==> config.mk <==
export PLATFORM = sky130hd
export DESIGN_NAME = masked_byte_pattern_scanner
export DESIGN_NICKNAME = d
export VERILOG_FILES = /design/src/design/mbps_pkg.sv /design/src/design/mbps_cell.sv /design/src/design/mbps_out_fifo.sv /design/src/design/masked_byte_pattern_scanner.sv
export VERILOG_INCLUDE_DIRS = /design/src /design/src/design
export SDC_FILE = /design/constraint.sdc
export NUM_CORES = 2
export LEC_CHECK = 0
export ABC_CLOCK_PERIOD_IN_PS = 19700
export BUFFER_PORTS_ARGS = -buffer_cell sky130_fd_sc_hd__buf_2
export CAP_MARGIN = 10
export CORE_MARGIN = 1.5
export CORE_UTILIZATION = 45
export CTS_CLUSTER_DIAMETER = 50
export DETAILED_ROUTE_END_ITERATION = 10
export PLACE_DENSITY = 0.68
export REMOVE_ABC_BUFFERS = 1
export SETUP_SLACK_MARGIN = 0.02
export SYNTH_ARGS = -nofsm -noshare
export SYNTH_HDL_FRONTEND = slang
export SYNTH_HIERARCHICAL = 1
export SYNTH_SLANG_ARGS = --single-unit
==> constraint.sdc <==
create_clock -name clk -period 19.7 [get_ports clk]
set_clock_uncertainty 0.1 [all_clocks]
set_input_delay 0.985 -clock clk [delete_from_list [all_inputs] [get_ports clk]]
set_output_delay 0.985 -clock clk [all_outputs]
set_load 0.05 [all_outputs]
==> src/design/assert_macros.svh <==
// Shared assertion forms for the scanner.
`ifndef ASSERT_MACROS_SVH
`define ASSERT_MACROS_SVH

// Check a property on every rising clock edge outside reset.
`define MBPS_ASSERT(lbl, clk, rst, prop, msg) \
  lbl: assert property (@(posedge clk) disable iff (rst) (prop)) else $error(msg);

// Check that a condition implies a consequent in the same cycle.
`define MBPS_ASSERT_IMPLY(lbl, clk, rst, cond, cons, msg) \
  lbl: assert property (@(posedge clk) disable iff (rst) (cond) |-> (cons)) else $error(msg);

// Check that a condition implies a consequent in the next cycle.
`define MBPS_ASSERT_NEXT(lbl, clk, rst, cond, cons, msg) \
  lbl: assert property (@(posedge clk) disable iff (rst) (cond) |=> (cons)) else $error(msg);

`endif

==> src/design/mbps_pkg.sv <==
package mbps_pkg;

  localparam int PatternMax = 16;
  localparam int PosBits    = 32;
  localparam int AddrW      = 64;
  localparam int LenW       = 5;
  localparam int LenCap     = (PatternMax < 16) ? PatternMax : 16;
  localparam int LimitMax   = 4096;
  localparam int CountW     = 13;
  localparam int IdxW       = 12;
  localparam int MaskW      = 16;
  localparam int CfgIdxW    = 3;
  localparam int CfgDataW   = 64;
  localparam int FifoDepth  = 4;
  localparam int FifoPtrW   = 2;
  localparam int FifoCntW   = 3;
  localparam int OutDataW   = 96;

  typedef enum logic [CfgIdxW-1:0] {
    REG_START_ADDRESS,
    REG_PATTERN_LOW,
    REG_PATTERN_HIGH,
    REG_COMPARE_MASK,
    REG_PATTERN_LENGTH,
    REG_FIND_ALL,
    REG_RESULT_LIMIT
  } cfg_reg_t;

  typedef enum logic {
    KIND_MATCH,
    KIND_DONE
  } item_kind_t;

  typedef enum logic [1:0] {
    STATUS_FOUND,
    STATUS_ABSENT,
    STATUS_SHORT
  } scan_status_t;

  typedef struct packed {
    logic [7:0] pat;
    logic       care;
  } cell_cfg_t;

  typedef struct packed {
    item_kind_t          kind;
    logic [AddrW-1:0]    addr;
    logic [IdxW-1:0]     idx;
    scan_status_t        status;
    logic [CountW-1:0]   total;
    logic                last;
  } out_item_t;

  typedef struct packed {
    logic first;
    logic second;
  } push_ctrl_t;

endpackage

==> src/design/mbps_cell.sv <==
module mbps_cell (
  input  logic                clk,
  input  logic                rst,
  input  logic                shift,
  input  logic                clear,
  input  logic [7:0]          din,
  input  mbps_pkg::cell_cfg_t cfg,
  output logic [7:0]          dout,
  output logic                hit
);
  import mbps_pkg::*;

  cell_cfg_t  cfg_q;
  logic [7:0] data;

  always_ff @(posedge clk) begin
    cfg_q <= cfg;
    if (rst) begin
      data <= '0;
    end else if (shift) begin
      data <= clear ? 8'd0 : din;
    end
  end

  assign dout = data;
  assign hit  = !cfg_q.care || (din == cfg_q.pat);

endmodule

==> src/design/mbps_out_fifo.sv <==
`include "assert_macros.svh"

module mbps_out_fifo (
  input  logic                 clk,
  input  logic                 rst,
  input  mbps_pkg::push_ctrl_t push,
  input  mbps_pkg::out_item_t  item0,
  input  mbps_pkg::out_item_t  item1,
  input  logic                 pop,
  output mbps_pkg::out_item_t  head,
  output logic                 nonempty,
  output logic                 space2
);
  import mbps_pkg::*;

  out_item_t             mem [FifoDepth];
  logic [FifoPtrW-1:0]   wr_ptr;
  logic [FifoPtrW-1:0]   rd_ptr;
  logic [FifoCntW-1:0]   count;
  logic [FifoCntW-1:0]   count_next;
  logic [FifoPtrW-1:0]   wr_ptr_next;

  always_comb begin
    count_next  = count + FifoCntW'(push.first) + FifoCntW'(push.second)
                  - FifoCntW'(pop);
    wr_ptr_next = wr_ptr + FifoPtrW'(push.first) + FifoPtrW'(push.second);
  end

  always_ff @(posedge clk) begin
    if (push.first) begin
      mem[wr_ptr] <= item0;
    end
    if (push.second) begin
      mem[wr_ptr + FifoPtrW'(1)] <= item1;
    end
  end

  always_ff @(posedge clk) begin
    if (rst) begin
      wr_ptr <= '0;
      rd_ptr <= '0;
      count  <= '0;
    end else begin
      wr_ptr <= wr_ptr_next;
      if (pop) begin
        rd_ptr <= rd_ptr + FifoPtrW'(1);
      end
      count <= count_next;
    end
  end

  assign head     = mem[rd_ptr];
  assign nonempty = (count != '0);
  assign space2   = (count <= FifoCntW'(FifoDepth - 2));

  `MBPS_ASSERT(a_count_bound, clk, rst, count <= FifoCntW'(FifoDepth), "fifo count overflow")
  `MBPS_ASSERT_IMPLY(a_push_order, clk, rst, push.second, push.first, "second push without first")
  `MBPS_ASSERT_IMPLY(a_pop_nonempty, clk, rst, pop, count != '0, "pop from empty fifo")

endmodule

==> src/design/masked_byte_pattern_scanner.sv <==
// A result transaction is written into the output queue when the byte that causes it is taken.
// Throughput: one byte per cycle while input is not held off; a 16-cell shift-compare row checks
// every window in that cycle. A byte that yields both a match and an end-of-scan transaction
// fills two slots of the four-entry output queue; input is held off until two slots are free.
// Reset (synchronous, active high) clears the window, counters and queue and loads the
// register defaults. Input is held off after reset and after each register write.
`include "assert_macros.svh"

module masked_byte_pattern_scanner (
  input  logic                          clk,
  input  logic                          rst,
  input  logic                          cfg_en,
  input  logic [mbps_pkg::CfgIdxW-1:0]  cfg_addr,
  input  logic [mbps_pkg::CfgDataW-1:0] cfg_data,
  input  logic                          s_tvalid,
  output logic                          s_tready,
  input  logic [7:0]                    s_tdata,  // data_byte[7:0]
  input  logic                          s_tlast,
  output logic                          m_tvalid,
  input  logic                          m_tready,
  output logic [mbps_pkg::OutDataW-1:0] m_tdata,  // match_address[63:0], result_index[75:64],
                                                  // scan_status[77:76], total_matches[90:78]
  output logic                          m_tuser,  // item_kind[0]
  output logic                          m_tlast
);
  import mbps_pkg::*;

  logic [AddrW-1:0]   start_address;
  logic [63:0]        pattern_low;
  logic [63:0]        pattern_high;
  logic [MaskW-1:0]   compare_mask;
  logic [LenW-1:0]    pattern_length;
  logic               find_all;
  logic [CountW-1:0]  result_limit;
  logic               cfg_hold;

  logic [LenW-1:0]    eff_len;
  logic [CountW-1:0]  eff_limit;
  logic [AddrW-1:0]   base0;
  logic [AddrW-1:0]   base1;

  logic [PosBits-1:0] pos;
  logic [PosBits-1:0] pos_next;
  logic [CountW-1:0]  match_count;
  logic [CountW-1:0]  count_next;
  logic               stopped;
  logic               stopped_next;

  logic               s_accept;
  logic               pos_sat;
  logic               full;
  logic               hit;
  logic [AddrW-1:0]   match_addr;
  logic [127:0]       pat_vec;
  logic [PatternMax-1:0] cell_hit;
  logic [7:0]         chain [PatternMax+1];

  push_ctrl_t         push;
  out_item_t          match_item;
  out_item_t          done_item;
  out_item_t          item0;
  out_item_t          item1;
  out_item_t          head;
  logic               nonempty;
  logic               space2;
  scan_status_t       status;

  always_ff @(posedge clk) begin
    if (rst) begin
      start_address  <= '0;
      pattern_low    <= '0;
      pattern_high   <= '0;
      compare_mask   <= '1;
      pattern_length <= LenW'(1);
      find_all       <= 1'b0;
      result_limit   <= CountW'(256);
    end else if (cfg_en) begin
      case (cfg_reg_t'(cfg_addr))
        REG_START_ADDRESS:  start_address  <= cfg_data;
        REG_PATTERN_LOW:    pattern_low    <= cfg_data;
        REG_PATTERN_HIGH:   pattern_high   <= cfg_data;
        REG_COMPARE_MASK:   compare_mask   <= cfg_data[MaskW-1:0];
        REG_PATTERN_LENGTH: pattern_length <= cfg_data[LenW-1:0];
        REG_FIND_ALL:       find_all       <= cfg_data[0];
        REG_RESULT_LIMIT:   result_limit   <= cfg_data[CountW-1:0];
        default: ;
      endcase
    end
  end

  // hold input while the registered cell settings and bases catch up
  always_ff @(posedge clk) begin
    if (rst) begin
      cfg_hold <= 1'b1;
    end else begin
      cfg_hold <= cfg_en;
    end
  end

  always_comb begin
    if (pattern_length == '0) begin
      eff_len = LenW'(1);
    end else if (pattern_length > LenW'(LenCap)) begin
      eff_len = LenW'(LenCap);
    end else begin
      eff_len = pattern_length;
    end
    if (result_limit == '0) begin
      eff_limit = CountW'(1);
    end else if (result_limit > CountW'(LimitMax)) begin
      eff_limit = CountW'(LimitMax);
    end else begin
      eff_limit = result_limit;
    end
  end

  // window start address = start - len + position
  always_ff @(posedge clk) begin
    base0 <= start_address - AddrW'(eff_len);
    base1 <= start_address - AddrW'(eff_len) + AddrW'(1);
  end

  assign pat_vec     = {pattern_high, pattern_low};
  assign s_accept    = s_tvalid && s_tready;
  assign s_tready    = space2 && !cfg_hold;
  assign chain[0]    = s_tdata;

  for (genvar j = 0; j < PatternMax; j++) begin : g_cell
    logic [LenW-1:0] sel_full;
    logic [3:0]      sel;
    cell_cfg_t       ccfg;

    always_comb begin
      sel_full  = eff_len - LenW'(j + 1);
      sel       = sel_full[3:0];
      ccfg.pat  = pat_vec[{sel, 3'b000} +: 8];
      ccfg.care = (LenW'(j) < eff_len) && compare_mask[sel];
    end

    mbps_cell u_cell (
      .clk   (clk),
      .rst   (rst),
      .shift (s_accept),
      .clear (s_tlast),
      .din   (chain[j]),
      .cfg   (ccfg),
      .dout  (chain[j+1]),
      .hit   (cell_hit[j])
    );
  end

  always_comb begin
    pos_sat      = (pos == '1);
    pos_next     = pos_sat ? pos : pos + PosBits'(1);
    match_addr   = pos_sat ? base0 + AddrW'(pos) : base1 + AddrW'(pos);
    full         = (pos_next >= PosBits'(eff_len));
    hit          = (&cell_hit) && full && !stopped;
    count_next   = match_count + CountW'(hit);
    stopped_next = stopped || (hit && (!find_all || (count_next >= eff_limit)));

    if (count_next != '0) begin
      status = STATUS_FOUND;
    end else if (!full) begin
      status = STATUS_SHORT;
    end else begin
      status = STATUS_ABSENT;
    end

    match_item.kind   = KIND_MATCH;
    match_item.addr   = match_addr;
    match_item.idx    = match_count[IdxW-1:0];
    match_item.status = STATUS_FOUND;
    match_item.total  = count_next;
    match_item.last   = 1'b0;

    done_item.kind    = KIND_DONE;
    done_item.addr    = '0;
    done_item.idx     = '0;
    done_item.status  = status;
    done_item.total   = count_next;
    done_item.last    = 1'b1;

    item0       = hit ? match_item : done_item;
    item1       = done_item;
    push.first  = s_accept && (hit || s_tlast);
    push.second = s_accept && hit && s_tlast;
  end

  always_ff @(posedge clk) begin
    if (rst) begin
      pos         <= '0;
      match_count <= '0;
      stopped     <= 1'b0;
    end else if (s_accept) begin
      if (s_tlast) begin
        pos         <= '0;
        match_count <= '0;
        stopped     <= 1'b0;
      end else begin
        pos         <= pos_next;
        match_count <= count_next;
        stopped     <= stopped_next;
      end
    end
  end

  mbps_out_fifo u_out_fifo (
    .clk      (clk),
    .rst      (rst),
    .push     (push),
    .item0    (item0),
    .item1    (item1),
    .pop      (m_tvalid && m_tready),
    .head     (head),
    .nonempty (nonempty),
    .space2   (space2)
  );

  assign m_tvalid = nonempty;
  assign m_tdata  = {5'd0, head.total, head.status, head.idx, head.addr};
  assign m_tuser  = head.kind;
  assign m_tlast  = head.last;

  `MBPS_ASSERT(a_count_limit, clk, rst, match_count <= CountW'(LimitMax), "match count past limit")
  `MBPS_ASSERT_IMPLY(a_no_hit_stopped, clk, rst, stopped, !hit, "match reported after stop")
  `MBPS_ASSERT_NEXT(a_scan_clear, clk, rst, s_accept && s_tlast, pos == '0 && match_count == '0 && !stopped, "scan state not cleared")
  `MBPS_ASSERT_IMPLY(a_done_last, clk, rst, m_tvalid && (m_tuser == KIND_DONE), m_tlast, "end-of-scan transaction without tlast")

endmodule

==> flow_metrics.tcl <==
set metrics [dict create \
    critPathMaxStageDelay_ns 0.58 \
    cts_buffer_depth 3 \
    drt_iter0_drc 3367 \
    dr.pass1.iters 5 \
    initial_core_util_pct 45.4 \
    antenna_found_initial 19 \
    io-pin-count 181 \
    drive_above_1_share_pct 17.2 \
    avgSynthCellArea_um2 10.4 \
    dp_hpwl_mm 108 \
    grt_max_degree 177 \
    fin_cells 7343 \
    setup_violations 0 \
    syn_inst 5240 \
    postCtsSetupBuffers 0 \
    die_w_um 351 \
    drt-total-wl_mm 154 \
    vias 40600 \
    peakVddDrop_v 0.0000791 \
    cp_top_family "simple AND/OR/NAND/NOR gates" \
    critPathCaptureType "flip-flop" \
    cellPowerDensity_nw_per_um2 94.4 \
    wire_per_inst_um 20.9 \
    yosysWarnings 6 \
    ant_nets 0 \
    final_cell_area_um2 62100 \
    worst-path-max-fanout 65 \
    grt-ovfl-total 0 \
    hold-path-endpoint "result_limit[0]" \
    r2r_end "stopped" \
    cp_slowest_cell "nor2_1" \
    htreeDepth 3 \
    multiInputGateArea_um2 29600 \
    critPathRequiredTime_ns 20.19 \
    finalNetCount 5772 \
    status "finished clean" \
    rows 127 \
    die-area_um2 123000 \
    min_path_cells 2 \
    drv_slew 0 \
    clock_latency_ns 0.72 \
    startpoint_type "flip-flop" \
    grtUsageTotal_pct 24.5 \
    viasPerCell 5.54 \
    seq_area_um2 24700 \
    r2r_slack_ns 11.73 \
    grt_pass1_wl_mm 234 \
    drcViolationCount 0 \
    path_clk_slew_ns 0.06 \
    syn2layout_area_growth_pct 14.3 \
    die_h_um 351 \
    io_buffer_count 175 \
    placed_area_um2 57900 \
    period_needed_ns 7.97 \
    cts_buffers 121 \
    crit_type "reg -> reg" \
    worstMarginPinSlew_ns 1.24 \
    reg2reg_from "pos[6]" \
    clock-sinks 1047 \
    max_freq_mhz 125 \
    period_share_pct 40.5 \
    r2r_cells 29 \
    p_leak_nw 24.6 \
    hold_violations 0 \
    gp_congestion 0.952 \
    core_um2 120000 \
    placed_cells 7108 \
    worstPathArrival_ns 8.46 \
    hold_path_class "reg -> reg" \
    max-slew-margin-rel_pct 16.6 \
    crit_start "pos[6]" \
    postCtsHoldBufs 0 \
    hold_start "result_limit[0]" \
    syn_area_um2 54300 \
    n_fill_cell 10800 \
    cts_tree "built" \
    grt_pass1_vias 39500 \
    rsz0062_at_grt "false" \
    maxCapViolCount 0 \
    cts_resized 0 \
    cp.buffers_inverters 2 \
    root_buffer "clkbuf_16" \
]
[cells in the final DEF, fill, tap and decap left out, types with 105 or more instances in the layout]
master     instances
nand2_1          702
edfxtp_1         372
buf_2            174
conb_1           317
and2b_1          105
dfxtp_1          673
mux2_2           378
mux2i_1          585
xnor2_1          250
clkbuf_16        128
a21oi_1          411
nor2_1           316
[power by group]
group	internal, mW	switching [mW]	total, mW
registers	2.35	0.0786	2.43
clock network	1.37	0.943	2.32
logic	0.388	0.735	1.12
total	4.11	1.76	5.86
[through the flow]
stage	util [%]	power (mW)	hold WS (ns)	TNS [ns]	worst slack [ns]
floorplan	-	3.30	0.330	-4521.99	-11.21
CTS	51.8	5.90	0.362	0	11.79
global route	51.8	6.08	0.384	0	11.15
finish	51.8	5.86	0.358	0	11.73
detailed placement	48.3	3.59	0.353	0	11.81
global placement	48.3	3.58	0.345	0	11.91
[state kept, by name, summed over array words and instances (netlist names), 32 cells and up, named ones only]
register,count
base0,64
base1,64
g_cell.u_cell/cfg_q,144
g_cell.u_cell/dout,120
pattern_high,64
pattern_low,64
pos,32
start_address,64
u_out_fifo/mem,372
[final cells by class]
cell class | instances | area share [%]
Antenna cell | 5 | 0.0201
Clock buffer | 173 | 5.80
Clock inverter | 55 | 0.939
Inverter | 68 | 0.415
Multi-Input combinational cell | 4148 | 47.6
Sequential cell | 1047 | 39.8
Tap cell | 1612 | 3.25
Timing Repair Buffer | 235 | 2.20
[worst max path at each step]
stage,end,cells past startpoint
after floorplan,u_out_fifo/mem[2][0],16
after global placement,stopped,29
after detailed placement,stopped,29
after CTS,stopped,29
after global routing,stopped,29
final,stopped,29
[worst register-to-register path: cells and delay by family, from the launching register on]
family	cells	cell delay, ns
AOI/OAI and AO/OA	11	1.66
and+or+nand+nor	8	2.17
DFF	1	0.52
buffers and inverters	2	0.70
xor gates and xnor gates	2	0.74
adders and majority gates	6	1.96
[routing by layer]
| metal | GRT usage (%) | share of wire [%] | routed length [um] |
|---|---|---|---|
| met1 | 33.1 | 44 | 67100 |
| met2 | 40.3 | 47 | 72200 |
| met3 | 3.59 | 6.2 | 9480 |
| met4 | 8.28 | 3.1 | 4700 |
| met5 | 0 | 0.049 | 75 |
Note: power is estimated with default switching activity, not from simulation.
